==> config.mk <==
export PLATFORM = sky130hd
export DESIGN_NAME = tmhq_front
export DESIGN_NICKNAME = d
export VERILOG_FILES = /design/src/tmhq_pkg.sv /design/src/tmhq_front.sv
export SDC_FILE = /design/constraint.sdc
export NUM_CORES = 1
export LEC_CHECK = 0
export BUFFER_PORTS_ARGS = -buffer_cell sky130_fd_sc_hd__buf_4
export CAP_MARGIN = 10
export CORE_ASPECT_RATIO = 0.6
export CORE_MARGIN = 4
export CORE_UTILIZATION = 45
export DETAILED_ROUTE_END_ITERATION = 12
export GPL_ROUTABILITY_DRIVEN = 0
export PLACE_DENSITY = 0.71
export SLEW_MARGIN = 15
export SYNTH_ARGS = -nofsm -noshare
export SYNTH_HDL_FRONTEND = slang
export SYNTH_SLANG_ARGS = --single-unit
==> constraint.sdc <==
create_clock -name clk_i -period 4.2 [get_ports clk_i]
set_input_delay 0.42 -clock clk_i [delete_from_list [all_inputs] [get_ports clk_i]]
set_output_delay 0.42 -clock clk_i [all_outputs]
set_load 0.05 [all_outputs]
==> src/tmhq_pkg.sv <==
package tmhq_pkg;

  localparam int unsigned Capacity   = 64;
  localparam int unsigned MaxResults = 64;
  localparam int unsigned IdxW       = $clog2(Capacity);
  localparam int unsigned CntW       = $clog2(Capacity + 1);
  localparam int unsigned NumW       = $clog2(MaxResults + 1);
  localparam int unsigned TimeW      = 48;
  localparam int unsigned IdW        = 32;

  typedef enum logic [1:0] {
    KIND_ADDED = 2'd0,
    KIND_FIRED = 2'd1,
    KIND_IDLE  = 2'd2,
    KIND_FULL  = 2'd3
  } kind_e;

  typedef enum logic {
    OP_ADD    = 1'b0,
    OP_EXPIRE = 1'b1
  } op_e;

  typedef struct packed {
    op_e              op;
    logic [TimeW-1:0] time_ms;
  } cmd_t;

  typedef struct packed {
    logic [TimeW-1:0] deadline;
    logic [IdW-1:0]   id;
  } entry_t;

  localparam int unsigned EntryW = $bits(entry_t);

  typedef struct packed {
    kind_e            kind;
    logic [IdW-1:0]   timer_id;
    logic [TimeW-1:0] deadline_ms;
    logic [CntW-1:0]  remaining;
    logic             last;
  } result_t;

  typedef enum logic [3:0] {
    ST_IDLE,
    ST_UP,
    ST_UP_CMP,
    ST_ROOT_CHK,
    ST_POP,
    ST_LAST,
    ST_DN,
    ST_DN_L,
    ST_DN_R,
    ST_AFTER,
    ST_EMIT
  } state_e;

endpackage

==> src/tmhq_front.sv <==
module tmhq_front (
  input  logic              clk_i,
  input  logic              rst_ni,
  input  logic              push,
  output logic              full,
  input  logic              op_i,
  input  logic [47:0]       time_ms_i,
  output logic              cmd_valid_o,
  output tmhq_pkg::cmd_t    cmd_o,
  input  logic              cmd_take_i
);
  import tmhq_pkg::*;

  cmd_t       buf_q [2];
  logic       wr_q, wr_d, rd_q, rd_d;
  logic [1:0] cnt_q, cnt_d;
  logic       do_push, do_pop;

  assign full        = (cnt_q == 2'd2);
  assign do_push     = push && !full;
  assign cmd_valid_o = (cnt_q != 2'd0);
  assign do_pop      = cmd_take_i && cmd_valid_o;
  assign cmd_o       = buf_q[rd_q];

  always_comb begin
    wr_d  = do_push ? !wr_q : wr_q;
    rd_d  = do_pop ? !rd_q : rd_q;
    cnt_d = cnt_q + {1'b0, do_push} - {1'b0, do_pop};
  end

  always_ff @(posedge clk_i or negedge rst_ni) begin
    if (!rst_ni) begin
      wr_q  <= 1'b0;
      rd_q  <= 1'b0;
      cnt_q <= 2'd0;
    end else begin
      wr_q  <= wr_d;
      rd_q  <= rd_d;
      cnt_q <= cnt_d;
    end
  end

  always_ff @(posedge clk_i) begin
    if (do_push) begin
      buf_q[wr_q] <= '{op: op_e'(op_i), time_ms: time_ms_i};
    end
  end

endmodule

==> impl_metrics.py <==
metrics = {
    "placement": {
        "dp_cells": 382,
        "hpwl_um": 4550,
        "placed_cell_area_mm2": 0.00482,
        "portBuffers": 103,
        "dpl_worst_slack_ns": 2.14,
    },
    "grt": {
        "grt_max_degree": 51,
        "globalRoute.totalOverflow": 0,
        "grt_pass1_wl_um": 9910,
        "antenna_found_initial": 0,
        "grt_pass1_vias": 1876,
        "grt_usage": 0.134,
    },
    "final_layout": {
        "final_design_area_no_fill_mm2": 0.00509,
        "drive_gt1_frac": 0.604,
        "fillerInstances": 674,
        "syn_to_final_growth_pct": 27.4,
        "n_antenna_cell": 0,
        "final_common_cell": "buf_4",
        "nets": 337,
        "fin_cells": 397,
        "layout_common_cells": "105 x buf_4, 98 x edfxtp_1, 49 x mux2_4",
    },
    "power": {
        "power_density_mw_per_mm2": 813,
        "leakage_nw": 2.05,
        "finalPower_mw": 4.14,
        "ir_drop_mv": 0.406,
    },
    "setup_path": {
        "crit_type": "reg -> out",
        "ff2ff_path_depth": 4,
        "cp_slowest_stage_delay_ns": 1.06,
        "reg2reg_from": "cnt_q[1]$_DFF_PN0_",
        "cpLargestDelayFamily": "flip-flops",
        "cp-end-kind": "output pin",
        "crit_arrival_ns": 1.99,
        "path_max_fanout": 50,
        "r2r-end": "buf_q[0][4]$_DFFE_PP_",
        "cp.required_ns": 3.78,
        "cp_cell_sequence": "mux2_4 -> buf_4",
        "worst-path-buf-inv": 1,
        "r2r_slack_ns": 2.31,
        "setup.worst_path.start_class": "register",
        "cp_slowest_cell": "dfrtp_4",
    },
    "detailed_routing": {
        "vias": 1843,
        "first_pass_iters": 4,
        "detail-route-antenna-nets": 0,
        "drcViolationCount": 0,
        "wl_um": 6670,
        "avgRoutedWirePerCell_um": 16.8,
        "via_per_inst": 4.64,
        "drtIter0Drc": 120,
    },
    "clock_tree": {
        "clkSlewWorstSetupHoldPaths_ns": 0.06,
        "post-cts-setup-buffers": 0,
        "htreeDepth": 3,
        "numCtsBuffers": 9,
        "cts_tree": "yes",
        "clk_path_buf_depth": 2,
        "clk-insertion-delay-late_ns": 0.33,
        "ctsRootBufferMaster": "clkbuf_16",
        "cts_sinks": 102,
    },
    "floorplanning": {
        "core_area_mm2": 0.00859,
        "die_x_um": 130,
        "dieArea_mm2": 0.0105,
        "rows": 26,
        "start_util": 0.465,
        "die_y_um": 81.0,
        "io_pins": 104,
    },
    "sta": {
        "fmax_mhz": 416,
        "worst_pin_slew_ns": 0.966,
        "setup_slack_ns": 1.79,
        "finalHoldViolCount": 0,
        "relSlewSlack": 0.356,
        "grt_setup_unrepaired": "no",
        "tns_ns": 0,
        "fin_crit_sh": 0.573,
        "fin_worst_skew_ns": 0.00464,
        "setup_violations": 0,
        "min_period_ns": 2.41,
        "slew_violations": 0,
    },
    "min_path": {
        "hp-class": "in -> reg",
        "min_path_cells": 1,
        "min_to": "buf_q[0][16]$_DFFE_PP_",
        "hp-start": "time_ms_i[16]",
    },
    "logic_synthesis": {
        "avgSynthCellArea_um2": 23.4,
        "muxShareOfSynthArea": 0.184,
        "ys_types": 15,
        "syn_nets": 226,
        "yosys.area_share.simple": 0.00940,
        "ys_warn_count": 0,
        "synthXorXnorAreaFrac": 0.00877,
        "syn_inst": 171,
        "synthAdderAreaFrac": 0.00626,
        "syn_area_mm2": 0.00400,
        "synth_top_family_by_area": "multiplexers",
        "synth_compound_area_frac": 0,
        "ys_ff_latch": 102,
        "yosysSeqAreaShare": 0.762,
    },
    "status": {
        "status": "finished, final reports clean",
    },
    "run": {
        "drv_cap": 0,
    },
}
==> timing repair <==
item / in CTS / in global routing
endpoints found under the hold margin: 4 / 0
resized for setup: 0 / 0
hold buffers: 1 / 0
==> logic make-up after synthesis <==
logic type | after synthesis
muxes | 49
buffers and inverters | 8
and+or+nand+nor | 6
DFF | 102
xor gates and xnor gates | 4
adders and majority gates | 2
==> cell type report <==
class	instances	area, µm²	share of cell area
inverters	2	7.51	0.00148
multi-input cells	61	842	0.165
clock buffers	9	225	0.0443
repair buffers	106	798	0.157
flip-flops and latches	102	3050	0.599
clock inverters	5	28.8	0.00566
well taps	112	140	0.0275
==> flip-flops by register name, summed over array words and instances (netlist names) <==
register and flops:
buf_q 98, cnt_q 2, wr_q 1, rd_q 1
==> power breakdown <==
part           switching [mW]  total (mW)  leakage [nW]  internal [mW]
clock                   0.314       0.704         0.121          0.389
combinational            1.12        1.84         0.971          0.724
sequential              0.195        1.59         0.956           1.40
==> worst reg2reg max path: stages (launching register included) <==
cell and delay [ns]:
dfrtp_1 0.40, nand2b_1 0.11, nand2_1 0.14, nor2_4 0.35, buf_4 0.51
==> cell usage after synthesis (all sizes together) <==
master / n / area share
and2: 1 / 0.0022
and3: 1 / 0.0016
buf: 6 / 0.028
dfrtp: 4 / 0.025
edfxtp: 98 / 0.74
ha: 2 / 0.0063
inv: 2 / 0.0019
mux2: 49 / 0.18
nand2: 1 / 0.00094
nand2b: 1 / 0.0016
nor2: 1 / 0.00094
or2: 1 / 0.0022
xnor2: 3 / 0.0066
xor2: 1 / 0.0022
==> through the flow <==
stage | utilization | hold slack [ns]
floorplan | - | 0.124
global placement | 0.562 | 0.220
detailed placement | 0.562 | 0.222
CTS | 0.593 | 0.248
global route | 0.593 | 0.243
finish | 0.593 | 0.266
==> worst max path at each step <==
stage | start | endpoint | slack (ns) | cells after the start
floorplan | cnt_q[1]$_DFF_PN0_ | buf_q[0][0]$_DFFE_PP_ | 1.09 | 3
finish | rd_q$_DFFE_PN0P_ | cmd_o[33] | 1.79 | 2
CTS | rd_q$_DFFE_PN0P_ | cmd_o[45] | 1.76 | 2
global route | rd_q$_DFFE_PN0P_ | cmd_o[33] | 1.69 | 2
detailed placement | rd_q$_DFFE_PN0P_ | cmd_o[45] | 2.14 | 2
global placement | rd_q$_DFFE_PN0P_ | cmd_o[45] | 2.14 | 2
==> per-layer routing <==
metal	GRT usage	up-vias	wire length, µm
li1	-	882	-
met1	0.163	876	2770
met2	0.190	75	2860
met3	0.0900	10	946
met4	0.0467	0	91
met5	0	-	0
(Power assumes the default switching activity.)
